**config.mk**
```make
export PLATFORM = sky130hd
export DESIGN_NAME = tetrahedron_mesh_splitter_core
export DESIGN_NICKNAME = d
export VERILOG_FILES = /design/src/tmsplit_pkg.sv /design/src/tmsplit_front.sv /design/src/tmsplit_queue.sv /design/src/tmsplit_back.sv /design/src/tetrahedron_mesh_splitter_core.sv
export SDC_FILE = /design/constraint.sdc
export NUM_CORES = 2
export LEC_CHECK = 0
export BUFFER_PORTS_ARGS = -buffer_cell sky130_fd_sc_hd__clkbuf_2
export CAP_MARGIN = 20
export CORE_MARGIN = 5
export CORE_UTILIZATION = 35
export DETAILED_ROUTE_END_ITERATION = 10
export GPL_TIMING_DRIVEN = 1
export HOLD_SLACK_MARGIN = 0.02
export PLACE_DENSITY = 0.54
export SETUP_SLACK_MARGIN = 0.4
export SLEW_MARGIN = 0
export SYNTH_ARGS = -nofsm -noshare
export SYNTH_HDL_FRONTEND = slang
export SYNTH_SLANG_ARGS = --single-unit
```
**constraint.sdc**
```tcl
create_clock -name clk -period 24 [get_ports clk]
set_input_delay 4.8 -clock clk [delete_from_list [all_inputs] [get_ports clk]]
set_output_delay 4.8 -clock clk [all_outputs]
set_load 0.02 [all_outputs]
```
**src/tmsplit_pkg.sv**
```systemverilog
`timescale 1ns / 1ps
// Shared types, constants and the split table for the tetrahedron mesh splitter.
// No dependencies; imported by every module of the block.
package tmsplit_pkg;

  localparam int TETRA_PER_CELL = 6;
  localparam int CORNERS        = 4;
  localparam int CELL_CORNERS   = 8;
  localparam int QUEUE_DEPTH    = 2;

  // Largest effective grid size per axis; the corner and index widths are sized for it
  localparam int MAX_GRID       = 64;

  localparam int GRID_W   = 7;
  localparam int COORD_W  = 6;
  localparam int CORNER_W = 18;
  localparam int INDEX_W  = 21;
  localparam int SPLIT_W  = 3;

  localparam logic [SPLIT_W-1:0] LAST_SPLIT = SPLIT_W'(TETRA_PER_CELL - 1);

  // Register indexes on the configuration port (byte address = 4 * index)
  localparam logic [2:0] REG_GRID_X   = 3'd0;
  localparam logic [2:0] REG_GRID_Y   = 3'd1;
  localparam logic [2:0] REG_GRID_Z   = 3'd2;
  localparam logic [2:0] REG_MIRROR_X = 3'd3;
  localparam logic [2:0] REG_MIRROR_Y = 3'd4;

  typedef logic [CORNER_W-1:0] corner_t;

  typedef struct packed {
    logic [GRID_W-1:0] gx;
    logic [GRID_W-1:0] gy;
    logic [GRID_W-1:0] gz;
  } grid_cfg_t;

  // One classified cell: the eight wrapped corner indices and the range flag
  typedef struct packed {
    logic                        err;
    corner_t [CELL_CORNERS-1:0]  corner;
  } cell_entry_t;

  // Corner code (bit0 = x, bit1 = y, bit2 = z) of corner j of split i
  function automatic logic [2:0] split_code(logic [SPLIT_W-1:0] split, logic [1:0] j);
    logic [2:0] mid;
    begin
      mid = 3'd0;
      case (split)
        3'd0:    mid = (j == 2'd1) ? 3'd2 : 3'd3;
        3'd1:    mid = (j == 2'd1) ? 3'd1 : 3'd3;
        3'd2:    mid = (j == 2'd1) ? 3'd1 : 3'd5;
        3'd3:    mid = (j == 2'd1) ? 3'd2 : 3'd6;
        3'd4:    mid = (j == 2'd1) ? 3'd4 : 3'd6;
        3'd5:    mid = (j == 2'd1) ? 3'd4 : 3'd5;
        default: mid = 3'd0;
      endcase
      case (j)
        2'd0:    split_code = 3'd0;
        2'd3:    split_code = 3'd7;
        default: split_code = mid;
      endcase
    end
  endfunction

endpackage

```
**src/tmsplit_front.sv**
```systemverilog
`timescale 1ns / 1ps
// Front pipeline: accepts cells, checks range, wraps and builds the eight corner indices.
// Depends on tmsplit_pkg.
module tmsplit_front import tmsplit_pkg::*; (
  input  logic               clk,
  input  logic               rst,
  input  grid_cfg_t          grid,
  input  logic               in_valid,
  output logic               in_stall,
  input  logic [COORD_W-1:0] cell_x,
  input  logic [COORD_W-1:0] cell_y,
  input  logic [COORD_W-1:0] cell_z,
  output logic               push_valid,
  input  logic               push_stall,
  output cell_entry_t        push_entry
);

  localparam logic [8:0] MAX_GRID_W = 9'(MAX_GRID);

  function automatic logic [GRID_W-1:0] eff_size(logic [GRID_W-1:0] g);
    begin
      if (g == '0) begin
        eff_size = GRID_W'(1);
      end else if ({2'b00, g} > MAX_GRID_W) begin
        eff_size = MAX_GRID_W[GRID_W-1:0];
      end else begin
        eff_size = g;
      end
    end
  endfunction

  function automatic logic [COORD_W-1:0] wrap_next(logic [COORD_W-1:0] c,
                                                   logic [GRID_W-1:0] n);
    logic [GRID_W-1:0] v;
    begin
      v = {1'b0, c} + GRID_W'(1);
      wrap_next = (v >= n) ? '0 : v[COORD_W-1:0];
    end
  endfunction

  logic [GRID_W-1:0] nx, ny, nz;
  logic              en1, en2, en3;

  // stage 1: coordinates and their wrapped neighbors
  logic               v1, err1;
  logic [COORD_W-1:0] x0_1, x1_1, y0_1, y1_1, z0_1, z1_1;
  logic [GRID_W-1:0]  nx_1, ny_1;

  // stage 2: products against the row pitch
  logic               v2, err2;
  logic [COORD_W-1:0] x0_2, x1_2, z0_2, z1_2;
  logic [12:0]        ynx0_2, ynx1_2, nxy_2;

  // stage 3: plane terms
  logic               v3, err3;
  logic [COORD_W-1:0] x0_3, x1_3;
  logic [12:0]        ynx0_3, ynx1_3;
  corner_t            zt0_3, zt1_3;

  assign nx = eff_size(grid.gx);
  assign ny = eff_size(grid.gy);
  assign nz = eff_size(grid.gz);

  assign en3      = !v3 || !push_stall;
  assign en2      = !v2 || en3;
  assign en1      = !v1 || en2;
  assign in_stall = !en1;

  always_ff @(posedge clk) begin
    if (rst) begin
      v1 <= 1'b0;
      v2 <= 1'b0;
      v3 <= 1'b0;
    end else begin
      if (en1) v1 <= in_valid;
      if (en2) v2 <= v1;
      if (en3) v3 <= v2;
    end
  end

  always_ff @(posedge clk) begin
    if (en1) begin
      err1 <= ({1'b0, cell_x} >= nx) || ({1'b0, cell_y} >= ny) || ({1'b0, cell_z} >= nz);
      x0_1 <= cell_x;
      y0_1 <= cell_y;
      z0_1 <= cell_z;
      x1_1 <= wrap_next(cell_x, nx);
      y1_1 <= wrap_next(cell_y, ny);
      z1_1 <= wrap_next(cell_z, nz);
      nx_1 <= nx;
      ny_1 <= ny;
    end
    if (en2) begin
      err2   <= err1;
      x0_2   <= x0_1;
      x1_2   <= x1_1;
      z0_2   <= z0_1;
      z1_2   <= z1_1;
      ynx0_2 <= 13'(y0_1) * 13'(nx_1);
      ynx1_2 <= 13'(y1_1) * 13'(nx_1);
      nxy_2  <= 13'(nx_1) * 13'(ny_1);
    end
    if (en3) begin
      err3   <= err2;
      x0_3   <= x0_2;
      x1_3   <= x1_2;
      ynx0_3 <= ynx0_2;
      ynx1_3 <= ynx1_2;
      zt0_3  <= CORNER_W'(z0_2) * CORNER_W'(nxy_2);
      zt1_3  <= CORNER_W'(z1_2) * CORNER_W'(nxy_2);
    end
  end

  always_comb begin
    push_entry.err = err3;
    for (int c = 0; c < CELL_CORNERS; c++) begin
      push_entry.corner[c] = CORNER_W'(c[0] ? x1_3 : x0_3)
                           + CORNER_W'(c[1] ? ynx1_3 : ynx0_3)
                           + (c[2] ? zt1_3 : zt0_3);
    end
  end

  assign push_valid = v3;

endmodule

```
**src/tmsplit_queue.sv**
```systemverilog
`timescale 1ns / 1ps
// Short FIFO of classified cells between the front pipeline and the split engine.
// Depends on tmsplit_pkg.
module tmsplit_queue import tmsplit_pkg::*; (
  input  logic        clk,
  input  logic        rst,
  input  logic        push_valid,
  output logic        push_stall,
  input  cell_entry_t push_entry,
  output logic        head_valid,
  input  logic        pop,
  output cell_entry_t head_entry
);

  localparam int PTR_W = (QUEUE_DEPTH > 1) ? $clog2(QUEUE_DEPTH) : 1;
  localparam int CNT_W = $clog2(QUEUE_DEPTH + 1);

  cell_entry_t             entries [QUEUE_DEPTH];
  logic [PTR_W-1:0]        wr_ptr, rd_ptr;
  logic [CNT_W-1:0]        count;
  logic                    push;

  assign push_stall = (count == CNT_W'(QUEUE_DEPTH));
  assign push       = push_valid && !push_stall;
  assign head_valid = (count != '0);
  assign head_entry = entries[rd_ptr];

  always_ff @(posedge clk) begin
    if (rst) begin
      wr_ptr <= '0;
      rd_ptr <= '0;
      count  <= '0;
    end else begin
      if (push) begin
        wr_ptr <= (wr_ptr == PTR_W'(QUEUE_DEPTH - 1)) ? '0 : wr_ptr + PTR_W'(1);
      end
      if (pop) begin
        rd_ptr <= (rd_ptr == PTR_W'(QUEUE_DEPTH - 1)) ? '0 : rd_ptr + PTR_W'(1);
      end
      if (push && !pop) begin
        count <= count + CNT_W'(1);
      end else if (pop && !push) begin
        count <= count - CNT_W'(1);
      end
    end
  end

  always_ff @(posedge clk) begin
    if (push) entries[wr_ptr] <= push_entry;
  end

endmodule

```
**src/tmsplit_back.sv**
```systemverilog
`timescale 1ns / 1ps
// Split engine: walks the six tetrahedra of the head cell, sorts corners, drives the output beat.
// Depends on tmsplit_pkg.
module tmsplit_back import tmsplit_pkg::*; (
  input  logic                clk,
  input  logic                rst,
  input  logic                mirror_x,
  input  logic                mirror_y,
  input  logic                head_valid,
  input  cell_entry_t         head_entry,
  output logic                pop,
  output logic                out_valid,
  input  logic                out_stall,
  output corner_t             corner_a,
  output corner_t             corner_b,
  output corner_t             corner_c,
  output corner_t             corner_d,
  output logic [INDEX_W-1:0]  tetra_index,
  output logic                range_error,
  output logic                last_of_cell
);

  logic [SPLIT_W-1:0]  split;
  logic                fire;
  corner_t             t0 [CORNERS];
  corner_t             t1 [CORNERS];
  corner_t             t2 [CORNERS];
  corner_t             t3 [CORNERS];
  logic [2:0]          code;
  logic [INDEX_W-1:0]  base, idx;

  assign fire = head_valid && (!out_valid || !out_stall);
  assign pop  = fire && (split == LAST_SPLIT);

  // Pick the four corners, then a five-exchange sorting network
  always_comb begin
    for (int j = 0; j < CORNERS; j++) begin
      code  = split_code(split, 2'(j)) ^ {1'b0, mirror_y, mirror_x};
      t0[j] = head_entry.corner[code];
    end
    t1 = t0;
    if (t0[0] > t0[1]) begin t1[0] = t0[1]; t1[1] = t0[0]; end
    if (t0[2] > t0[3]) begin t1[2] = t0[3]; t1[3] = t0[2]; end
    t2 = t1;
    if (t1[0] > t1[2]) begin t2[0] = t1[2]; t2[2] = t1[0]; end
    if (t1[1] > t1[3]) begin t2[1] = t1[3]; t2[3] = t1[1]; end
    t3 = t2;
    if (t2[1] > t2[2]) begin t3[1] = t2[2]; t3[2] = t2[1]; end
  end

  // Corner 0 is the cell's own index: index = 6 * cell + split
  assign base = {1'b0, head_entry.corner[0], 2'b00} + {2'b00, head_entry.corner[0], 1'b0};
  assign idx  = base + INDEX_W'(split);

  always_ff @(posedge clk) begin
    if (rst) begin
      out_valid <= 1'b0;
      split     <= '0;
    end else begin
      if (fire) begin
        out_valid <= 1'b1;
        split     <= (split == LAST_SPLIT) ? '0 : split + SPLIT_W'(1);
      end else if (!out_stall) begin
        out_valid <= 1'b0;
      end
    end
  end

  always_ff @(posedge clk) begin
    if (fire) begin
      corner_a     <= head_entry.err ? '0 : t3[0];
      corner_b     <= head_entry.err ? '0 : t3[1];
      corner_c     <= head_entry.err ? '0 : t3[2];
      corner_d     <= head_entry.err ? '0 : t3[3];
      tetra_index  <= head_entry.err ? '0 : idx;
      range_error  <= head_entry.err;
      last_of_cell <= (split == LAST_SPLIT);
    end
  end

endmodule

```
**src/tetrahedron_mesh_splitter_core.sv**
```systemverilog
`timescale 1ns / 1ps
// Top level of the tetrahedron mesh splitter: configuration registers, front, queue, back.
// Depends on tmsplit_pkg, tmsplit_front, tmsplit_queue and tmsplit_back.
//
// Each input beat names one microcell (cell_x, cell_y, cell_z) of a periodic grid of
// grid_x * grid_y * grid_z points. The block returns six output beats per cell, one per
// tetrahedron of the fixed split along the main diagonal, each with its four grid point
// indices x + y*nx + z*nx*ny in ascending order, tetra_index = 6*cell + split number and
// last_of_cell on the sixth beat. mirror_x / mirror_y flip the x / y corner bit of the
// split table. A grid register of 0 acts as 1 and one above MAX_GRID acts as MAX_GRID.
// A coordinate not below its grid size gives six beats with range_error set and all
// indices zero. Rate: the split engine emits one tetrahedron per cycle while a cell is
// queued and out_stall is low; a new cell is accepted every cycle while the three-stage
// front pipeline and the two-entry cell queue have room. Write the configuration only
// while the block is idle.
module tetrahedron_mesh_splitter_core import tmsplit_pkg::*; (
  input  logic                clk,
  input  logic                rst,
  // configuration port
  input  logic                psel,
  input  logic                penable,
  input  logic                pwrite,
  input  logic [4:0]          paddr,
  input  logic [31:0]         pwdata,
  output logic [31:0]         prdata,
  output logic                pready,
  // cell input
  input  logic                in_valid,
  output logic                in_stall,
  input  logic [COORD_W-1:0]  cell_x,
  input  logic [COORD_W-1:0]  cell_y,
  input  logic [COORD_W-1:0]  cell_z,
  // tetrahedron output
  output logic                out_valid,
  input  logic                out_stall,
  output corner_t             corner_a,
  output corner_t             corner_b,
  output corner_t             corner_c,
  output corner_t             corner_d,
  output logic [INDEX_W-1:0]  tetra_index,
  output logic                range_error,
  output logic                last_of_cell
);

  grid_cfg_t    grid;
  logic         mirror_x, mirror_y;
  logic         cfg_write;
  logic [2:0]   reg_idx;

  logic         push_valid, push_stall, head_valid, pop;
  cell_entry_t  push_entry, head_entry;

  // Configuration registers; pready is tied high so every access completes at once
  assign pready    = 1'b1;
  assign reg_idx   = paddr[4:2];
  assign cfg_write = psel && penable && pwrite && pready;

  always_ff @(posedge clk) begin
    if (rst) begin
      grid.gx  <= GRID_W'(1);
      grid.gy  <= GRID_W'(1);
      grid.gz  <= GRID_W'(1);
      mirror_x <= 1'b0;
      mirror_y <= 1'b0;
    end else if (cfg_write) begin
      unique case (reg_idx)
        REG_GRID_X:   grid.gx  <= pwdata[GRID_W-1:0];
        REG_GRID_Y:   grid.gy  <= pwdata[GRID_W-1:0];
        REG_GRID_Z:   grid.gz  <= pwdata[GRID_W-1:0];
        REG_MIRROR_X: mirror_x <= pwdata[0];
        REG_MIRROR_Y: mirror_y <= pwdata[0];
        default: ;
      endcase
    end
  end

  always_comb begin
    unique case (reg_idx)
      REG_GRID_X:   prdata = 32'(grid.gx);
      REG_GRID_Y:   prdata = 32'(grid.gy);
      REG_GRID_Z:   prdata = 32'(grid.gz);
      REG_MIRROR_X: prdata = 32'(mirror_x);
      REG_MIRROR_Y: prdata = 32'(mirror_y);
      default:      prdata = '0;
    endcase
  end

  // Front: range check, wrap and corner index arithmetic
  tmsplit_front u_front (
    .clk        (clk),
    .rst        (rst),
    .grid       (grid),
    .in_valid   (in_valid),
    .in_stall   (in_stall),
    .cell_x     (cell_x),
    .cell_y     (cell_y),
    .cell_z     (cell_z),
    .push_valid (push_valid),
    .push_stall (push_stall),
    .push_entry (push_entry)
  );

  // Hold classified cells while the back works through six beats each
  tmsplit_queue u_queue (
    .clk        (clk),
    .rst        (rst),
    .push_valid (push_valid),
    .push_stall (push_stall),
    .push_entry (push_entry),
    .head_valid (head_valid),
    .pop        (pop),
    .head_entry (head_entry)
  );

  // Back: one tetrahedron per cycle into the output register while a cell is queued and out_stall is low
  tmsplit_back u_back (
    .clk          (clk),
    .rst          (rst),
    .mirror_x     (mirror_x),
    .mirror_y     (mirror_y),
    .head_valid   (head_valid),
    .head_entry   (head_entry),
    .pop          (pop),
    .out_valid    (out_valid),
    .out_stall    (out_stall),
    .corner_a     (corner_a),
    .corner_b     (corner_b),
    .corner_c     (corner_c),
    .corner_d     (corner_d),
    .tetra_index  (tetra_index),
    .range_error  (range_error),
    .last_of_cell (last_of_cell)
  );

  // Sorting network leaves the corners ascending
  a_sorted: assert property (@(posedge clk) disable iff (rst)
    out_valid |-> (corner_a <= corner_b) && (corner_b <= corner_c) && (corner_c <= corner_d))
    else $error("corners not ascending");

  // An out-of-range cell carries zero indices
  a_err_zero: assert property (@(posedge clk) disable iff (rst)
    out_valid && range_error |-> (corner_a == '0) && (corner_d == '0) && (tetra_index == '0))
    else $error("range error beat with nonzero indices");

  // Within one cell the running index steps by one per beat
  a_index_step: assert property (@(posedge clk) disable iff (rst)
    out_valid && !out_stall && !last_of_cell && !range_error
    |=> !out_valid || (tetra_index == $past(tetra_index) + INDEX_W'(1)))
    else $error("tetra_index did not advance by one");

  // A full queue always has a head entry
  a_no_overflow: assert property (@(posedge clk) disable iff (rst)
    push_stall |-> head_valid)
    else $error("queue full without a head entry");

endmodule

```
==> After elaboration in Yosys (flattened, before gate mapping) <==
Memories as Yosys holds them, arrays and structs flattened. A register that Yosys moved wholly into a read port is not among the register bits.
Cells that the tools add are included.
{ "word_totals": {"regBits": 319, "mem_bits_rw": 290, "input_bits": 62, "out_inout_bits": 130, "elab_cells": 179, "mem_count": 1} }
{ "mem_list": {"columns": ["name", "words", "width", "rd", "rd_ports_with_merged_regs", "wr", "line", "text"], "rows": [
  ["u_queue.entries", 2, 145, 1, 1, 1, "tmsplit_queue.sv:18", "cell_entry_t entries [QUEUE_DEPTH];"]
]} }
{ "classes": {"n_addsub": 22, "multipliers": 5, "magnitude_cmp": 18, "n_eq_ne": 11, "muxes": 35, "n_bitwise": 3, "n_reduce_logical": 40} }
{ "op_table": {"columns": ["cell", "count"], "rows": [
  ["binary-select mux 18 bit (select 3 bit)", 3],
  ["adder 18 bit", 8],
  ["two-way mux 18 bit", 8],
  ["two-way mux 36 bit", 3],
  ["> comparator 18 bit", 5],
  ["adder 6 x 13 -> 14 bit", 4],
  ["two-way mux 7 bit", 6],
  ["binary-select mux 18 bit (select 2 bit)", 1],
  ["multiplier 6 x 13 -> 18 bit", 2],
  ["one-hot mux 7 bit (5 select lines)", 1],
  ["multiplier 6 x 7 -> 13 bit", 2],
  ["adder 20 x 19 -> 21 bit", 1],
  ["adder 21 x 3 -> 21 bit", 1],
  ["adder 6 x 1 -> 7 bit (second input constant)", 3],
  [">= comparator 6 x 7 -> 1 bit", 3],
  [">= comparator 7 bit", 3],
  ["> comparator 7 bit (second input constant)", 3],
  ["logical NOT 7 bit", 3],
  ["one-hot mux 3 bit (3 select lines)", 2],
  ["multiplier 7 x 7 -> 13 bit", 1],
  ["== test 3 x 2 -> 1 bit (second input constant)", 4],
  ["less-than comparator 3 x 4 -> 1 bit (second input constant)", 3],
  ["OR reduction 2 bit", 6],
  ["AND reduction 2 bit", 5],
  ["other kinds (19)", 53]
]} }

==> Longest topological paths before layout <==
{ "depth": {"ltp_word": 12, "ltp_mapped": 48, "ltp_nobuf": 40} }

==> Cells and area by module <==
Synthesis repeated with hierarchy kept, for this count alone.
{ "unflattened": {"cells_unflattened": 4385, "hier_area_um2": 47887.2} }
{ "modules_own_cells": {"columns": ["mod", "n_inst", "cells_each", "area_each_um2", "seq_area_each_um2"], "rows": [
  ["tmsplit_front", 1, 2405, 22918.2, 5765.5],
  ["tmsplit_back", 1, 1346, 12707.2, 2932.8],
  ["tmsplit_queue", 1, 476, 10869.2, 8808.4],
  ["tetrahedron_mesh_splitter_core", 1, 158, 1392.6, 460.4]
]} }

==> Least setup slack after synthesis <==
Ideal clock, no wire load.
{ "synth_path": {"path_kind": "input -> register", "startpoint": "input port out_stall", "endpoint": "register u_queue.count[1]", "setup_ps": 70, "arrival_time_ps": 11169, "required_ps": 23930, "path_slack_ps": 12760, "stages": 6, "path_buffers": 0, "path_cell_list": "a21oi_1 nand2_1 ha_1 xor2_1 or3_1 a21oi_1"} }
{ "synth_between": {"elab_chain_len": 7, "word_cells_on_any_way": 9, "classes_between": "1 x mux; 8 x reduce/logical"} }
{ "synth_lines": {"columns": ["item", "line", "text"], "rows": [
  ["start: declaration", "tetrahedron_mesh_splitter_core.sv:35", "input logic out_stall,"],
  ["logical NOT 1 bit *", "tmsplit_back.sv:32", "assign fire = head_valid && (!out_valid || !out_stall);"],
  ["logical OR 1 bit *", "tmsplit_back.sv:32", null],
  ["logical AND 1 bit *", "tmsplit_back.sv:32", null],
  ["logical AND 1 bit *", "tmsplit_back.sv:33", "assign pop = fire && (split == LAST_SPLIT);"],
  ["logical NOT 1 bit", "tmsplit_queue.sv:40", "if (push && !pop) begin"],
  ["logical AND 1 bit", "tmsplit_queue.sv:40", null],
  ["two-way mux 2 bit / nonzero test 2 bit (equally long branches)", null, null],
  ["end signal: assignment", "tmsplit_queue.sv:41", "count <= count + CNT_W'(1);"],
  ["end signal: assignment", "tmsplit_queue.sv:43", "count <= count - CNT_W'(1);"],
  ["end: declaration", "tmsplit_queue.sv:20", "logic [CNT_W-1:0] count;"]
]} }
Mark *: on every way between the ends. The rest lies on a longest branch, timed or not.
A chain may end at the register's enable or synchronous reset.

==> Final worst setup path <==
{ "layout_path": {"startpoint": "register mirror_x", "endpoint": "register u_back.corner_c[16] (data pin)"} }
{ "layout_between": {"elab_chain_len": 9, "word_cells_on_any_way": 21, "classes_between": "5 x order compare; 13 x mux; 3 x bitwise"} }
{ "layout_lines": {"columns": ["item", "line", "text"], "rows": [
  ["start: declaration", "tetrahedron_mesh_splitter_core.sv:46", "logic mirror_x, mirror_y;"],
  ["start signal: assignment", "tetrahedron_mesh_splitter_core.sv:70", "REG_MIRROR_X: mirror_x <= pwdata[0];"],
  ["XOR 3 x 2 -> 3 bit / NOT 2 -> 3 bit (equally long branches)", null, null],
  ["binary-select mux 18 bit (select 3 bit)", "tmsplit_back.sv:39", "t0[j] = head_entry.corner[code];"],
  ["two-way mux 18 bit (not written as such)", "tmsplit_back.sv:39", null],
  ["> comparator 18 bit (on tied branches)", "tmsplit_back.sv:42, tmsplit_back.sv:43", null],
  ["two-way mux 36 bit (on tied branches)", "tmsplit_back.sv:42, tmsplit_back.sv:43", null],
  ["> comparator 18 bit (on tied branches)", "tmsplit_back.sv:46, tmsplit_back.sv:45", null],
  ["two-way mux 18 bit (on tied branches)", "tmsplit_back.sv:46, tmsplit_back.sv:45", null],
  ["> comparator 18 bit", "tmsplit_back.sv:48", "if (t2[1] > t2[2]) begin t3[1] = t2[2]; t3[2] = t2[1]; end"],
  ["two-way mux 36 bit *", "tmsplit_back.sv:48", null],
  ["end signal: assignment", "tmsplit_back.sv:73", "corner_c <= head_entry.err ? '0 : t3[2];"],
  ["end: declaration", "tmsplit_back.sv:16", "output corner_t corner_c,"]
]} }
Mark *: on every way between the ends. The rest lies on a longest branch, timed or not. The select of a mux whose other input is x is not followed.

==> impl_metrics.xml <==
<?xml version="1.0" encoding="UTF-8"?>
<metrics>
  <group name="grt">
    <metric name="globalRouteTotalUtil" unit="">0.170</metric>
    <metric name="antenna_violations_before_repair" unit="">2</metric>
    <metric name="first_global_vias" unit="">30028</metric>
    <metric name="grt_max_degree" unit="">100</metric>
    <metric name="grt_remaining_overflow" unit="">0</metric>
    <metric name="grt_pass1_wl" unit="mm">179</metric>
  </group>
  <group name="placement">
    <metric name="place_congestion" unit="">0.883</metric>
    <metric name="port_buffers" unit="">138</metric>
    <metric name="place_worst_setup_slack" unit="ps">10980</metric>
    <metric name="dp.final_hpwl" unit="mm">90.7</metric>
    <metric name="detailed_place.area" unit="sq mm">0.0473</metric>
  </group>
  <group name="clock_tree">
    <metric name="number_of_buffers_added_by_the_clock_tree_synthesis_step" unit="">69</metric>
    <metric name="clock-root-buffer" unit="">clkbuf_16</metric>
    <metric name="clk_sinks" unit="">610</metric>
    <metric name="tritoncts" unit="">yes</metric>
    <metric name="cts_resized" unit="">0</metric>
    <metric name="clk_path_buf_depth" unit="">3</metric>
    <metric name="cts.htree.levels" unit="">3</metric>
    <metric name="clkTransAtPathRegs" unit="ps">60</metric>
    <metric name="postCtsHoldBufs" unit="">0</metric>
    <metric name="worstSkewPairLatency" unit="ps">670</metric>
    <metric name="post_cts_buffers" unit="">0</metric>
  </group>
  <group name="logic_synthesis">
    <metric name="netlist-cell-type-count" unit="">78</metric>
    <metric name="yosysTopAreaCellShare" unit="">0.384</metric>
    <metric name="synth_cells" unit="">4073</metric>
    <metric name="syn_avg_cell_area" unit="sq um">11.0</metric>
    <metric name="yosysSeqAreaShare" unit="">0.400</metric>
    <metric name="ys_top_cells_by_area" unit="">edfxtp_1 (38%), ha_1 (12%), fa_1 (7.4%)</metric>
    <metric name="synth-edff-count" unit="">575</metric>
    <metric name="netlist_area" unit="sq mm">0.0449</metric>
    <metric name="synth-seq-cells" unit="">610</metric>
    <metric name="yosysWarningCount" unit="">0</metric>
    <metric name="main_flop_type_after_synthesis" unit="">edfxtp_1</metric>
    <metric name="synth_async_sr_flop_share" unit="">0</metric>
    <metric name="synthDominantAreaCellType" unit="">edfxtp_1</metric>
  </group>
  <group name="drt">
    <metric name="final_antenna_net_count" unit="">0</metric>
    <metric name="drt_iter0_drc" unit="">1792</metric>
    <metric name="num_vias" unit="">30202</metric>
    <metric name="drt-wirelength-per-cell" unit="um">19.9</metric>
    <metric name="drc_violations_left" unit="">0</metric>
    <metric name="drt_pre_antenna_iters" unit="">6</metric>
    <metric name="vias_per_cell" unit="">5.15</metric>
    <metric name="wirelength" unit="mm">117</metric>
  </group>
  <group name="critical_path">
    <metric name="critPathKind" unit="">flip-flop to flip-flop</metric>
    <metric name="critical_path.endpoint_type" unit="">flip-flop</metric>
    <metric name="critPathMostFrequentCell" unit="">a21o_1</metric>
    <metric name="worst_setup_path_start_kind" unit="">flip-flop</metric>
    <metric name="crit_required" unit="ps">24450</metric>
    <metric name="critical_path_arrival" unit="ps">13600</metric>
    <metric name="crit_path_max_incr_delay" unit="ps">830</metric>
    <metric name="cp_max_fo" unit="">43</metric>
    <metric name="r2r_setup_slack" unit="ps">10850</metric>
    <metric name="crit_path_top_delay_cell" unit="">o21ai_0</metric>
  </group>
  <group name="floorplan">
    <metric name="die-area" unit="sq mm">0.136</metric>
    <metric name="initial_core_util" unit="">0.352</metric>
    <metric name="boundaryPins" unit="">192</metric>
    <metric name="die_height" unit="um">368</metric>
    <metric name="dieWidth" unit="um">368</metric>
    <metric name="floorplan.core_area" unit="sq mm">0.128</metric>
    <metric name="fp-row-count" unit="">131</metric>
  </group>
  <group name="sta">
    <metric name="final-setup-viol-count" unit="">0</metric>
    <metric name="fin_worst_skew" unit="ps">34.0</metric>
    <metric name="final-hold-violation-count" unit="">0</metric>
    <metric name="worstMarginPinSlew" unit="ps">1050</metric>
    <metric name="setup_slack" unit="ps">10850</metric>
    <metric name="grt_setup_unrepaired" unit="">false</metric>
    <metric name="setup-tns-final" unit="ps">0</metric>
    <metric name="final.period_utilization" unit="">0.548</metric>
    <metric name="timing.fmax" unit="MHz">76.1</metric>
    <metric name="relSlewSlack" unit="">0.293</metric>
    <metric name="fin_crit" unit="ps">13150</metric>
    <metric name="finalMaxSlewViolations" unit="">0</metric>
  </group>
  <group name="cells_and_area">
    <metric name="antenna_cells" unit="">0</metric>
    <metric name="area_growth_syn_to_layout" unit="%">10.2</metric>
    <metric name="final_layout_size_suffix_gt1_frac" unit="">0.110</metric>
    <metric name="nFillCells" unit="">12459</metric>
    <metric name="design.final.nets" unit="">4814</metric>
    <metric name="layout.core_utilization" unit="">0.388</metric>
    <metric name="finalInstanceArea" unit="sq mm">0.0495</metric>
  </group>
  <group name="run">
    <metric name="max_cap_viol_count" unit="">0</metric>
  </group>
  <group name="outcome">
    <metric name="outcome" unit="">finished clean</metric>
  </group>
  <group name="power_and_ir_drop">
    <metric name="cell_internal_pwr" unit="mW">2.12</metric>
    <metric name="total_switching_power" unit="mW">0.941</metric>
    <metric name="power.clock.fraction" unit="">0.338</metric>
    <metric name="leakagePower" unit="nW">20.5</metric>
    <metric name="design_power_total" unit="mW">3.06</metric>
    <metric name="ir_drop" unit="uV">42.7</metric>
    <metric name="share_seq_of_total_power" unit="">0.417</metric>
    <metric name="power.density" unit="mW/mm^2">61.8</metric>
    <metric name="switching_share" unit="">0.307</metric>
    <metric name="comb_power_share" unit="">0.245</metric>
  </group>
  <group name="min_path">
    <metric name="hold_class" unit="">flip-flop to flip-flop</metric>
  </group>
</metrics>
## state kept, by name, indices dropped and copies added, names as in the netlist, 7 cells and up, named ones only
signal,cells
u_front.ynx1_3,13
u_front.zt0_3,18
u_front.nx_1,7
u_front.ynx0_2,13
u_back.corner_c,18
u_front.ny_1,7
u_back.corner_d,18
u_front.ynx1_2,13
u_front.nxy_2,13
u_queue.entries,290
u_front.zt1_3,18
u_back.corner_a,18
grid,21
u_front.ynx0_3,13
u_back.tetra_index,21
u_back.corner_b,18
## final timing paths
kind                                             startpoint                                 to  depth (start not counted)
worst max-delay path                  mirror_x$_SDFFE_PP0P_  u_back.corner_c[16]$_SDFFCE_PP0P_                         35
worst min register to register  u_front.ynx0_2[9]$_DFFE_PP_        u_front.ynx0_3[9]$_DFFE_PP_                          0
worst max register to register        mirror_x$_SDFFE_PP0P_  u_back.corner_c[16]$_SDFFCE_PP0P_                         35
worst min-delay path            u_front.ynx0_2[9]$_DFFE_PP_        u_front.ynx0_3[9]$_DFFE_PP_                          0
## layout by cell type, fill, tap and decap left out, types with 10 or more instances in the layout
cell type | synthesis | final
edfxtp_1 | 575 | 575
ha_1 | 429 | 429
nand2_1 | 337 | 336
inv_1 | 326 | 325
nor2_1 | 295 | 293
a21oi_1 | 270 | 269
mux2i_1 | 180 | 179
xnor2_1 | 176 | 174
fa_1 | 167 | 167
clkbuf_2 | 0 | 138
and2_1 | 131 | 130
o21ai_0 | 123 | 123
xor2_1 | 82 | 82
mux4_2 | 80 | 80
clkbuf_16 | 0 | 70
mux2_2 | 64 | 64
o21bai_1 | 59 | 59
nor2b_1 | 58 | 58
a21o_1 | 50 | 50
nand3_1 | 49 | 48
a211oi_1 | 39 | 38
o21a_1 | 38 | 37
o22ai_1 | 37 | 37
nand2b_1 | 35 | 35
nor3_1 | 33 | 33
dfxtp_1 | 35 | 32
buf_4 | 28 | 32
o221ai_1 | 27 | 27
conb_1 | 2 | 26
o21ai_1 | 22 | 22
nand4_1 | 18 | 18
clkinv_1 | 0 | 13
a21boi_0 | 12 | 12
or3_1 | 12 | 12
nand3b_1 | 11 | 11
and3_1 | 11 | 10
clkinv_2 | 0 | 10
## routing by layer
layer / vias up / wire length [um] / global-route usage
met5: - / 0 / 0
met4: 0 / 3320 / 0.0480
met3: 139 / 5500 / 0.0273
met2: 692 / 54200 / 0.282
met1: 14708 / 53600 / 0.230
li1: 14663 / - / -
## synthesized netlist by cell type (all sizes together) (82+ instances only)
library cell and number:
a21oi 272, nor2 295, fa 167, nand2 338, xor2 82, xnor2 177
clkbuf 110, ha 429, o21ai 145, inv 326, edfxtp 575, and2 131
mux2i 185
## cell families after synthesis
family,after synthesis,share of synthesized area
compound gates,752,0.105
xor+xnor,259,0.0507
fa+ha+maj,597,0.194
buf+inv,509,0.0464
flops,610,0.400
mux,330,0.0985
other cells,2,0.000167
simple gates,1014,0.106
## layout make-up
cell class | instances | area, sq um | area share
Inverter | 326 | 1220 | 0.0247
Timing Repair Buffer | 171 | 951 | 0.0192
Multi-Input combinational cell | 2978 | 25100 | 0.507
Clock inverter | 43 | 433 | 0.00874
Tap cell | 1662 | 2080 | 0.0420
Clock buffer | 77 | 1780 | 0.0359
Sequential cell | 610 | 18000 | 0.363
## worst max-delay path, delay by kind of cell, from the launching register on
kind | cells | cell delay [ps]
multiplexers | 3 | 1160
AO/OA/AOI/OAI | 15 | 4370
flip-flops | 1 | 760
adder cells (fa/ha/maj) | 3 | 870
buffers and inverters | 5 | 2270
AND/OR/NAND/NOR | 9 | 3450
## through the flow
step | std cells | hold WS (ps)
2_1_floorplan | 4097 | 400
3_3_place_gp | 5747 | 404
3_5_place_dp | 5747 | 405
4_1_cts | 5867 | 418
5_1_grt | 5867 | 421
6_report | 5867 | 416
## power by group through the flow
stage	combinational, mW	sequential, mW	clock (mW)
2_1_floorplan	0.509	1.30	0
3_3_place_gp	0.737	1.30	0
3_5_place_dp	0.744	1.30	0
4_1_cts	0.748	1.28	1.07
5_1_grt	0.821	1.28	1.11
6_report	0.749	1.28	1.03
Power figures use the tool's default switching activity.
